File: src/rtl/scheduled_event_timer_table_defines.svh
// Assertion macros for the scheduled event timer table.
// Included by the top level; no other dependencies.
`ifndef SCHEDULED_EVENT_TIMER_TABLE_DEFINES_SVH
`define SCHEDULED_EVENT_TIMER_TABLE_DEFINES_SVH

// implication checked in the same cycle
`define SETB_ASSERT_NOW(label, clk, rstn, a, c) \
  label: assert property (@(posedge clk) disable iff (!rstn) (a) |-> (c)) \
    else $error("setb check failed");

// implication checked in the next cycle
`define SETB_ASSERT_NEXT(label, clk, rstn, a, c) \
  label: assert property (@(posedge clk) disable iff (!rstn) (a) |=> (c)) \
    else $error("setb check failed");

`endif

File: src/rtl/setb_pkg.sv
// Types, codes and constants shared by the scheduled event timer table.
// No dependencies.
`default_nettype none
package setb_pkg;
  localparam int DEPTH_DEFAULT = 16;
  localparam logic [15:0] LEAD_RESET = 16'd15;
  localparam logic [15:0] CDEF_RESET = 16'd300;

  localparam logic [2:0] ACT_ADD   = 3'd0;
  localparam logic [2:0] ACT_TICK  = 3'd1;
  localparam logic [2:0] ACT_REM   = 3'd2;
  localparam logic [2:0] ACT_MARK  = 3'd3;
  localparam logic [2:0] ACT_CLEAR = 3'd4;
  localparam logic [2:0] ACT_CONFL = 3'd5;

  localparam logic [2:0] RK_DONE   = 3'd0;
  localparam logic [2:0] RK_ADDED  = 3'd1;
  localparam logic [2:0] RK_FULL   = 3'd2;
  localparam logic [2:0] RK_SWITCH = 3'd3;
  localparam logic [2:0] RK_RECORD = 3'd4;
  localparam logic [2:0] RK_CONF   = 3'd5;
  localparam logic [2:0] RK_NOCONF = 3'd6;

  localparam logic [7:0] REG_LEAD = 8'd0;
  localparam logic [7:0] REG_CDEF = 8'd1;

  typedef struct packed {
    logic [2:0]  action;
    logic [39:0] now_seconds;
    logic [39:0] start_seconds;
    logic [15:0] duration_minutes;
    logic [1:0]  timer_kind;
    logic [15:0] service_ref;
    logic [15:0] channel_ref;
    logic [15:0] title_ref;
    logic [15:0] entry_id;
  } setb_in_t;

  typedef struct packed {
    logic [2:0]  result_kind;
    logic [15:0] out_id;
    logic [15:0] out_service;
    logic [15:0] out_channel;
    logic [15:0] out_duration;
    logic [15:0] out_title;
    logic [3:0]  conflict_row;
    logic        last;
  } setb_out_t;

  typedef struct packed {
    logic [39:0] start;
    logic [15:0] len;
    logic [1:0]  kind;
    logic [15:0] svc;
    logic [15:0] chn;
    logic [15:0] title;
    logic [15:0] id;
    logic        fired;
  } setb_entry_t;

  // minutes to seconds: m*64 - m*4
  function automatic logic [21:0] min_to_sec(input logic [15:0] m);
    min_to_sec = {m, 6'b0} - {4'b0, m, 2'b0};
  endfunction
endpackage
`default_nettype wire

File: src/rtl/setb_ram.sv
// Entry memory of the timer table: one write and one registered read port.
// Depends on setb_pkg.
`default_nettype none
module setb_ram import setb_pkg::*; #(
  parameter int DEPTH = DEPTH_DEFAULT,
  localparam int AW = (DEPTH > 1) ? $clog2(DEPTH) : 1
) (
  input  wire logic        clk,
  input  wire logic        we,
  input  wire logic [AW-1:0] waddr,
  input  wire setb_entry_t wdata,
  input  wire logic        re,
  input  wire logic [AW-1:0] raddr,
  output setb_entry_t      rdata
);
  setb_entry_t mem [DEPTH];

  always_ff @(posedge clk) begin
    if (we) begin
      mem[waddr] <= wdata;
    end
  end

  always_ff @(posedge clk) begin
    if (re) begin
      rdata <= mem[raddr];
    end
  end
endmodule
`default_nettype wire

File: src/rtl/scheduled_event_timer_table.sv
// Scheduled event timer table, top level. Depends on setb_pkg, setb_ram.
// One item at a time; in_ready only when idle. Walk actions visit each entry
// with a memory read, then evaluate/write back; add walks back from the tail,
// shifting each later entry up one row until the new entry's slot is found.
// Tick fire beats stall the walk while the output register is full.
// Synchronous active-low reset empties the table and reloads the registers.
`default_nettype none
`include "scheduled_event_timer_table_defines.svh"
module scheduled_event_timer_table import setb_pkg::*; #(
  parameter int TABLE_DEPTH = DEPTH_DEFAULT
) (
  input  wire logic      clk,
  input  wire logic      rst_n,
  input  wire logic      in_valid,
  output logic           in_ready,
  input  wire setb_in_t  in_data,
  output logic           out_valid,
  input  wire logic      out_ready,
  output setb_out_t      out_data,
  input  wire logic      cfg_valid,
  output logic           cfg_ready,
  input  wire logic [7:0]  cfg_index,
  input  wire logic [15:0] cfg_data
);
  localparam int AW = (TABLE_DEPTH > 1) ? $clog2(TABLE_DEPTH) : 1;
  localparam int CW = $clog2(TABLE_DEPTH + 1);
  localparam logic [CW-1:0] FULL_CNT = CW'(TABLE_DEPTH);

  localparam logic [1:0] ST_IDLE = 2'd0;
  localparam logic [1:0] ST_RD   = 2'd1;
  localparam logic [1:0] ST_EV   = 2'd2;
  localparam logic [1:0] ST_FIN  = 2'd3;

  logic [1:0]    state_r, state_nxt;
  logic [CW-1:0] cnt_r, cnt_nxt, i_r, i_nxt, w_r, w_nxt;
  logic          found_r, found_nxt;
  setb_in_t      item_r, item_nxt;
  logic [40:0]   new_end_r, new_end_nxt;
  logic [15:0]   id_ctr_r, id_ctr_nxt, lead_r, cdef_r;
  logic [2:0]    fin_kind_r, fin_kind_nxt;
  logic [15:0]   fin_id_r, fin_id_nxt;
  logic [3:0]    fin_row_r, fin_row_nxt;
  logic          out_valid_r, out_valid_nxt;
  setb_out_t     out_r, out_nxt;

  logic          we, re;
  logic [AW-1:0] waddr, raddr;
  setb_entry_t   wdata, e, new_e, e_upd;

  logic [21:0] in_span, e_len60;
  logic [40:0] e_end, e_cend, now_lead, now41, e_start41;
  logic        out_free, due, keep, fire, ov, match;

  setb_ram #(.DEPTH(TABLE_DEPTH)) u_ram (
    .clk(clk), .we(we), .waddr(waddr), .wdata(wdata),
    .re(re), .raddr(raddr), .rdata(e)
  );

  assign in_ready  = (state_r == ST_IDLE);
  assign cfg_ready = 1'b1;
  assign out_valid = out_valid_r;
  assign out_data  = out_r;
  assign out_free  = !out_valid_r || out_ready;

  always_comb begin
    new_e.start = item_r.start_seconds;
    new_e.len   = item_r.duration_minutes;
    new_e.kind  = item_r.timer_kind;
    new_e.svc   = item_r.service_ref;
    new_e.chn   = item_r.channel_ref;
    new_e.title = item_r.title_ref;
    new_e.id    = id_ctr_r;
    new_e.fired = 1'b0;
  end

  assign in_span   = min_to_sec(in_data.duration_minutes);
  assign e_len60   = min_to_sec(e.len);
  assign e_start41 = {1'b0, e.start};
  assign now41     = {1'b0, item_r.now_seconds};
  assign e_end     = e_start41 + 41'(e_len60);
  assign e_cend    = e_start41 + ((e.len != 16'd0) ? 41'(e_len60) : 41'(cdef_r));
  assign now_lead  = now41 + 41'(lead_r);
  assign due       = e_start41 <= now_lead;
  assign ov        = ({1'b0, item_r.start_seconds} < e_cend) && (new_end_r > e_start41);
  assign match     = !found_r && (e.id == item_r.entry_id);

  always_comb begin
    keep  = 1'b1;
    fire  = 1'b0;
    e_upd = e;
    unique case (item_r.action)
      ACT_TICK: begin
        if (e.fired) begin
          keep = !(now41 >= e_end);
        end else if (due) begin
          if (e.len != 16'd0 && now41 >= e_end) begin
            keep = 1'b0;
          end else begin
            fire = 1'b1;
            keep = e.kind[0];
            e_upd.fired = 1'b1;
          end
        end
      end
      ACT_REM:  keep = !match;
      ACT_MARK: if (match) e_upd.fired = 1'b1;
      default: ;
    endcase
  end

  always_comb begin
    state_nxt     = state_r;
    cnt_nxt       = cnt_r;
    i_nxt         = i_r;
    w_nxt         = w_r;
    found_nxt     = found_r;
    item_nxt      = item_r;
    new_end_nxt   = new_end_r;
    id_ctr_nxt    = id_ctr_r;
    fin_kind_nxt  = fin_kind_r;
    fin_id_nxt    = fin_id_r;
    fin_row_nxt   = fin_row_r;
    out_valid_nxt = out_valid_r && !out_ready;
    out_nxt       = out_r;
    we    = 1'b0;
    re    = 1'b0;
    waddr = '0;
    raddr = '0;
    wdata = new_e;
    unique case (state_r)
      ST_IDLE: begin
        if (in_valid) begin
          item_nxt     = in_data;
          i_nxt        = '0;
          w_nxt        = '0;
          found_nxt    = 1'b0;
          fin_kind_nxt = RK_DONE;
          fin_id_nxt   = '0;
          fin_row_nxt  = '0;
          new_end_nxt  = {1'b0, in_data.start_seconds} +
            ((in_data.duration_minutes != 16'd0) ? 41'(in_span) : 41'(cdef_r));
          state_nxt    = ST_FIN;
          priority case (in_data.action)
            ACT_ADD: begin
              if (cnt_r == FULL_CNT) begin
                fin_kind_nxt = RK_FULL;
              end else begin
                id_ctr_nxt   = id_ctr_r + 16'd1;
                fin_kind_nxt = RK_ADDED;
                fin_id_nxt   = id_ctr_r + 16'd1;
                cnt_nxt      = cnt_r + CW'(1);
                i_nxt        = cnt_r;
                state_nxt    = ST_RD;
              end
            end
            ACT_TICK, ACT_REM, ACT_MARK: state_nxt = ST_RD;
            ACT_CONFL: begin
              fin_kind_nxt = RK_NOCONF;
              state_nxt    = ST_RD;
            end
            ACT_CLEAR: cnt_nxt = '0;
            default: ;
          endcase
        end
      end
      ST_RD: begin
        if (item_r.action == ACT_ADD) begin
          if (i_r == '0) begin
            we        = 1'b1;
            state_nxt = ST_FIN;
          end else begin
            re        = 1'b1;
            raddr     = AW'(i_r - CW'(1));
            state_nxt = ST_EV;
          end
        end else if (i_r == cnt_r) begin
          if (item_r.action != ACT_CONFL) cnt_nxt = w_r;
          state_nxt = ST_FIN;
        end else begin
          re        = 1'b1;
          raddr     = i_r[AW-1:0];
          state_nxt = ST_EV;
        end
      end
      ST_EV: begin
        if (item_r.action == ACT_ADD) begin
          we    = 1'b1;
          waddr = i_r[AW-1:0];
          if (e.start > item_r.start_seconds) begin
            wdata     = e;
            i_nxt     = i_r - CW'(1);
            state_nxt = ST_RD;
          end else begin
            state_nxt = ST_FIN;
          end
        end else if (item_r.action == ACT_CONFL) begin
          if (ov) begin
            fin_kind_nxt = RK_CONF;
            fin_row_nxt  = 4'(i_r);
            state_nxt    = ST_FIN;
          end else begin
            i_nxt     = i_r + CW'(1);
            state_nxt = ST_RD;
          end
        end else if (!fire || out_free) begin
          if (fire) begin
            out_valid_nxt        = 1'b1;
            out_nxt.result_kind  = e.kind[0] ? RK_RECORD : RK_SWITCH;
            out_nxt.out_id       = e.id;
            out_nxt.out_service  = e.svc;
            out_nxt.out_channel  = e.chn;
            out_nxt.out_duration = e.len;
            out_nxt.out_title    = e.kind[0] ? e.title : 16'd0;
            out_nxt.conflict_row = '0;
            out_nxt.last         = 1'b0;
          end
          if (match) found_nxt = 1'b1;
          if (keep) begin
            we    = 1'b1;
            waddr = w_r[AW-1:0];
            wdata = e_upd;
            w_nxt = w_r + CW'(1);
          end
          i_nxt     = i_r + CW'(1);
          state_nxt = ST_RD;
        end
      end
      ST_FIN: begin
        if (out_free) begin
          out_valid_nxt        = 1'b1;
          out_nxt.result_kind  = fin_kind_r;
          out_nxt.out_id       = fin_id_r;
          out_nxt.out_service  = '0;
          out_nxt.out_channel  = '0;
          out_nxt.out_duration = '0;
          out_nxt.out_title    = '0;
          out_nxt.conflict_row = fin_row_r;
          out_nxt.last         = 1'b1;
          state_nxt            = ST_IDLE;
        end
      end
      default: state_nxt = ST_IDLE;
    endcase
  end

  always_ff @(posedge clk) begin
    if (!rst_n) begin
      state_r     <= ST_IDLE;
      cnt_r       <= '0;
      id_ctr_r    <= '0;
      out_valid_r <= 1'b0;
      lead_r      <= LEAD_RESET;
      cdef_r      <= CDEF_RESET;
    end else begin
      state_r     <= state_nxt;
      cnt_r       <= cnt_nxt;
      id_ctr_r    <= id_ctr_nxt;
      out_valid_r <= out_valid_nxt;
      if (cfg_valid && cfg_index == REG_LEAD) lead_r <= cfg_data;
      if (cfg_valid && cfg_index == REG_CDEF) cdef_r <= cfg_data;
    end
  end

  always_ff @(posedge clk) begin
    i_r        <= i_nxt;
    w_r        <= w_nxt;
    found_r    <= found_nxt;
    item_r     <= item_nxt;
    new_end_r  <= new_end_nxt;
    fin_kind_r <= fin_kind_nxt;
    fin_id_r   <= fin_id_nxt;
    fin_row_r  <= fin_row_nxt;
    out_r      <= out_nxt;
  end

  `SETB_ASSERT_NOW(a_cnt_bound, clk, rst_n, 1'b1, cnt_r <= FULL_CNT)
  `SETB_ASSERT_NEXT(a_clear_empties, clk, rst_n,
    in_valid && in_ready && in_data.action == ACT_CLEAR, cnt_r == '0)
  `SETB_ASSERT_NOW(a_walk_bound, clk, rst_n,
    state_r == ST_RD && item_r.action != ACT_ADD, w_r <= i_r && i_r <= cnt_r)
endmodule
`default_nettype wire

File: config.mk
export PLATFORM = sky130hd
export DESIGN_NAME = scheduled_event_timer_table
export DESIGN_NICKNAME = d
export VERILOG_FILES = /design/src/rtl/setb_pkg.sv /design/src/rtl/setb_ram.sv /design/src/rtl/scheduled_event_timer_table.sv
export VERILOG_INCLUDE_DIRS = /design/src /design/src/rtl
export SDC_FILE = /design/constraint.sdc
export NUM_CORES = 2
export LEC_CHECK = 0
export BUFFER_PORTS_ARGS = -buffer_cell sky130_fd_sc_hd__buf_2
export CAP_MARGIN = 20
export CORE_AREA = 8 8 500 502
export CTS_CLUSTER_DIAMETER = 50
export DETAILED_ROUTE_END_ITERATION = 7
export DIE_AREA = 0 0 508 510
export PLACE_DENSITY = 0.64
export SLEW_MARGIN = 20
export SYNTH_ARGS = -nofsm -noshare
export SYNTH_HDL_FRONTEND = slang
export SYNTH_SLANG_ARGS = --single-unit
File: constraint.sdc
create_clock -name clk -period 50.8 [get_ports clk]
set_clock_uncertainty 0.15 [all_clocks]
set_input_delay 7.62 -clock clk [delete_from_list [all_inputs] [get_ports clk]]
set_output_delay 7.62 -clock clk [all_outputs]
set_load 0.005 [all_outputs]
==> Yosys cells after proc, flatten, opt, wreduce, memory -nomap -nowiden <==
Memory sizes are Yosys's and may differ from the RTL's. A register that Yosys moved wholly into a read port is not among the register bits.
Cells that the tools add are included.
{ "classes": {"n_addsub": 11, "multipliers": 0, "div_mod_pow": 0, "order_cmp": 5, "eq_ne": 35, "shifts": 0, "muxes": 108, "bitwise": 2, "reduce_logical": 35} }
{ "ops": {"columns": ["op", "count"], "rows": [
  ["$mux 123", 6],
  ["$mux 88", 5],
  ["$pmux 88 s2", 1],
  ["$add 40x22->41", 3],
  ["$mux 5", 18],
  ["$mux 4", 13],
  ["$mux 22", 2],
  ["$sub 22x18->22", 2],
  ["$add 40x16->41", 1],
  ["$ge 40x41->1", 1],
  ["$gt 41x40->1", 1],
  ["$le 40x41->1", 1],
  ["$lt 40x41->1", 1],
  ["$gt 40x40->1", 1],
  ["$pmux 5 s2", 4],
  ["$mux 1", 33],
  ["$reduce_bool 16->1", 2],
  ["$ne 2x2->1 const B", 13],
  ["$mux 2", 10],
  ["$reduce_and 6->1", 3],
  ["$add 16x1->16 const B", 1],
  ["$eq 16x16->1", 1],
  ["$mux 16", 1],
  ["$add 5x1->5 const B", 3],
  ["other kinds (34)", 69]
]} }
{ "totals": {"regBits": 384, "latchBits": 0, "mem_bits_rw": 1968, "rom_bits": 0, "input_bits": 194, "out_inout_bits": 91, "mem_count": 1} }
{ "mem_list": {"columns": ["name", "words", "word_bits", "rd", "rd_ports_with_merged_regs", "wr", "line", "text"], "rows": [
  ["u_ram.mem", 16, 123, 1, 1, 1, "setb_ram.sv:16", "setb_entry_t mem [DEPTH];"]
]} }

==> Logic depth before layout (Yosys ltp) <==
{ "logic_depth": {"word_depth": 16, "ltp_mapped": 37, "mapped_depth_nobuf": 35} }

==> Cells and area by module <==
A second synthesis with hierarchy kept.
{ "hier_totals": {"hier_cells": 5844, "area_unflattened_um2": 104697.9} }
{ "by_module_without_submodules": {"columns": ["mod", "n_inst", "cells_each", "area_per_inst_um2"], "rows": [
  ["setb_ram", 1, 3144, 77312.9],
  ["scheduled_event_timer_table", 1, 2700, 27385.0]
]} }

==> Worst setup path before layout <==
Ideal clock, no wire load.
{ "synth_path": {"kind": "input to register", "from": "input out_ready", "to": "memory u_ram.mem[2][0] in the netlist's numbering (enable)", "t_arrival_ns": 18.212, "setup_slack_ns": 31.660, "stages": 6, "path_buffers": 0, "cell_sequence": "nor2b_1 -> or4b_2 -> a211oi_1 -> o31ai_1 -> o21ai_0 -> nor3b_1"} }
{ "synth_via": {"elab_chain_cells": 8, "word_cells_on_any_way": 12, "cone_classes": "mux (10); reduce/logical (2)"} }
{ "synth_lines": {"columns": ["element", "line", "text"], "rows": [
  ["start, declared", "scheduled_event_timer_table.sv:18", "input wire logic out_ready,"],
  ["$logic_or 1x1->1 (*)", "scheduled_event_timer_table.sv:63", "assign out_free = !out_valid_r || out_ready;"],
  ["$logic_or 1x1->1 (*)", "scheduled_event_timer_table.sv:205", "end else if (!fire || out_free) begin"],
  ["$mux 1", "scheduled_event_timer_table.sv:205", null],
  ["$mux 1", "scheduled_event_timer_table.sv:196", "end else if (item_r.action == ACT_CONFL) begin"],
  ["$mux 1", "scheduled_event_timer_table.sv:186", "if (item_r.action == ACT_ADD) begin"],
  ["$pmux 1 s2", "scheduled_event_timer_table.sv:130", "unique case (state_r)"],
  ["$mux 1", "setb_ram.sv:19", "if (we) begin"],
  ["$mux 1 (not written as such)", "setb_ram.sv:20", "mem[waddr] <= wdata;"],
  ["end, declared", "setb_ram.sv:16", null]
]} }
Mark *: on every way between the ends. The rest lies on a longest branch, timed or not.

==> Final worst setup path <==
{ "layout_path": {"from": "input in_data[70] in the netlist's numbering", "to": "register new_end_r[39] (data pin)"} }
{ "layout_via": {"elab_chain_cells": 3, "word_cells_on_any_way": 4, "cone_classes": "add/sub (2); mux (1); reduce/logical (1)"} }
{ "layout_lines": {"columns": ["element", "line", "text"], "rows": [
  ["start, declared", "scheduled_event_timer_table.sv:16", "input wire setb_in_t in_data,"],
  ["$sub 22x18->22 / $reduce_bool 16->1 (equally long branches)", "setb_pkg.sv:63, scheduled_event_timer_table.sv:141", null],
  ["$mux 22 (*)", "scheduled_event_timer_table.sv:141", "((in_data.duration_minutes != 16'd0) ? 41'(in_span) : 41'(cdef_r));"],
  ["$add 40x22->41 (*)", "scheduled_event_timer_table.sv:140", "new_end_nxt = {1'b0, in_data.start_seconds} +"],
  ["end signal, assigned", "scheduled_event_timer_table.sv:269", "new_end_r <= new_end_nxt;"],
  ["end, declared", "scheduled_event_timer_table.sv:38", "logic [40:0] new_end_r, new_end_nxt;"]
]} }
Marked as above.
A chain may end at the register's enable or synchronous reset.

==> results.yml <==
timing:
  tightest_slew_ns: 1.09
  fmax_ghz: 0.0808
  rsz0062_at_grt: "false"
  hold_viol: 0
  hold_slack_ns: 0.343
  finalCritPeriodShare_pct: 24.4
  setup_viol: 0
  relSlewSlack_pct: 27.2
  setup_tns_ns: 0
  fin_crit_ns: 12.38
  drv_slew: 0
setup_path:
  cp.required_ns: 51.25
  cp.arrival_ns: 12.83
  crit_chain: "buf_2 > inv_1 > ha_1 > nor4bb_1 > o21a_1 > o21a_1 > o21ai_0 > a21boi_0 > o21ai_0 > nand2b_1 > xnor2_1 > a21oi_1 > ha_1 > a21o_1 > a21o_1 > a21oi_1 > and3_1 > a22oi_1 > a41o_1 > o211a_1 > o21a_1 > o21ai_1 > nor2_1 > xor2_1"
  start_kind: "input port"
  cp.buffers_inverters: 2
  cp_slowest_cell: "o21ai_1"
  worstSetupEndpointType: "flip-flop"
  critPathTopFamily: "compound AO/OA/AOI/OAI gates"
  crit_fanout: 7
  crit_type: "input port to flip-flop"
  cpMostUsedCell: "o21a_1"
  cp_slowest_stage_delay_ns: 0.65
logic_synthesis:
  ys_async_sr_fraction_pct: 0
  syn_area_um2: 108000
  synthTopCellsByCount: "edfxtp_1 (2401), mux2i_1 (563), o21ai_0 (503), o211ai_1 (497), nand3b_1 (490)"
  yosys_warnings: 0
  ys_types: 82
  yosysMostFrequentCell: "edfxtp_1"
  synth_area_leader_cell: "edfxtp_1"
  synth_cells: 7150
  synthesis.nets: 7664
  seq_area_frac_synth_pct: 67.6
  synth-edff-count: 2401
  yosys-top-cells-area: "edfxtp_1 (67%), mux2i_1 (5.2%), ha_1 (3.7%), o211ai_1 (3.4%), nand3b_1 (3.4%)"
  avgSynthCellArea_um2: 15.1
  synthFlopType: "edfxtp_1"
  synth_top_area_share_pct: 66.6
  ys_ff_latch: 2457
pwr:
  peakVddDrop_uv: 42.2
  p_leak_nw: 43.0
  finalPower_w: 0.00684
  power.density_nw_per_um2: 55.7
route:
  dr.pass1.iters: 5
  drc: 0
  via_per_inst: 5.85
  routedWlPerCell_um: 25.8
  wl_um: 280000
  via_count: 63573
  drtIter0Drc: 6190
  ant_nets: 0
cells_and_area:
  nets: 7961
  final_util_pct: 50.8
  design_area_um2: 123000
  num-fill-cells: 20101
  syn2layout_area_growth_pct: 13.5
  drive_gt1_share_pct: 14.8
cts:
  cts_buffers: 303
  cts_hold_buf: 0
  cts_tree: "built"
  clkTransAtPathRegs_ns: 0.05
  cts_root_buf: "clkbuf_16"
  htree_levels: 5
  insertion_delay_ns: 0.93
  cts_resized: 0
  cts_buffer_depth: 4
  post_cts_buffers: 0
  clkSinkCount: 2457
global_route:
  grt.total_usage_pct: 21.0
  grt-ovfl-total: 0
  antenna_found_initial: 25
  grt_pass1_wl_um: 411000
  grt_start_max_net_pins: 203
  grt_pass1_vias: 63204
floorplanning:
  die_h_um: 510
  num_rows: 181
  die_w_um: 508
  dieArea_um2: 259000
  core_area_um2: 242000
  ios: 285
  initial_core_util_pct: 44.8
place:
  dpl.hpwl_um: 157000
  place_congestion: 0.870
  numPortBuffers: 282
  placed_area_um2: 113000
job:
  maxCapViolCount: 0
run_status:
  status: "finished clean"
hold_path:
  hold_class: "flip-flop to flip-flop"
[cell type report]
class	instances	area, µm²	share of cell area, %
Clock buffer	357	7880	6.41
Clock inverter	158	1620	1.31
Sequential cell	2457	73200	59.5
Tap cell	3202	4010	3.26
Inverter	167	627	0.510
Multi-Input combinational cell	4112	33100	26.9
Timing Repair Buffer	406	2510	2.04
Antenna cell	7	17.5	0.0142
[per-stage QoR]
step,setup WS [ns],std cells
6_report,38.42,10866
5_1_grt,38.11,10862
4_1_cts,38.39,10859
3_5_place_dp,37.39,10344
3_3_place_gp,37.40,10342
2_1_floorplan,31.66,7150
[cells by family after synthesis]
family	synth area share, %
buffers and inverters	2.14
AO/OA/AOI/OAI	8.58
multiplexers	8.96
adder cells (fa/ha/maj)	3.72
XOR/XNOR	1.81
flip-flops	67.6
AND/OR/NAND/NOR	7.19
other	0.00346
[registers in the layout, summed over array words and instances (netlist names), 4 cells and up]
| signal | flops |
|---|---|
| cnt_r | 5 |
| u_ram.mem | 1952 |
| new_end_r | 41 |
| fin_row_r | 4 |
| fin_id_r | 16 |
| id_ctr_r | 16 |
| w_r | 5 |
| out_data | 88 |
| item_r | 164 |
| i_r | 5 |
| lead_r | 16 |
| cdef_r | 16 |
| u_ram.rdata | 122 |
[where the power goes]
part / leakage [nW] / internal (W) / total (W) / switching (W)
sequential: 22.3 / 0.00255 / 0.00266 / 0.000112
clock: 4.62 / 0.00124 / 0.00206 / 0.000824
combinational: 16.1 / 0.000758 / 0.00212 / 0.00136
total: 43.0 / 0.00455 / 0.00684 / 0.00230
[routing by layer]
metal	GRT usage, %	routed length [µm]
met5	0	0
met4	5.67	6720
met2	34.6	133000
met3	2.99	18700
met1	29.3	122000
[cell usage in the layout, fill, tap and decap left out, types with 73 or more instances in the layout]
master / instances
a21o_1: 77
a21oi_1: 147
buf_2: 282
buf_4: 111
clkbuf_16: 306
edfxtp_1: 2401
ha_1: 314
inv_1: 164
mux2i_1: 540
mux4_2: 122
nand2_1: 210
nand3b_1: 490
nor2_1: 168
o211ai_1: 497
o21ai_0: 503
o21ai_1: 92
xnor2_1: 151
xor2_1: 73
[worst reg2reg max path: cells and delay by family, from the launching register on]
family                     cells  cell delay, ns
AOI/OAI and AO/OA             15            4.56
buffers and inverters          4            2.59
and+or+nand+nor               13            2.33
adders and majority gates      3            0.76
DFF                            1            0.65
xor gates and xnor gates       2            0.22
[path summary, 6_finish.rpt]
kind | start | endpoint | slack, ns | depth (start not counted)
setup reg to reg | u_ram.rdata[67] | u_ram.mem[3][101] | 39.14 | 37
hold reg to reg | lead_r[2] | lead_r[2] | 0.34 | 2
hold / removal | lead_r[2] | lead_r[2] | 0.34 | 2
setup / recovery | in_data[70] | new_end_r[39] | 38.42 | 24
No activity file was read; power rests on OpenSTA's default activity.
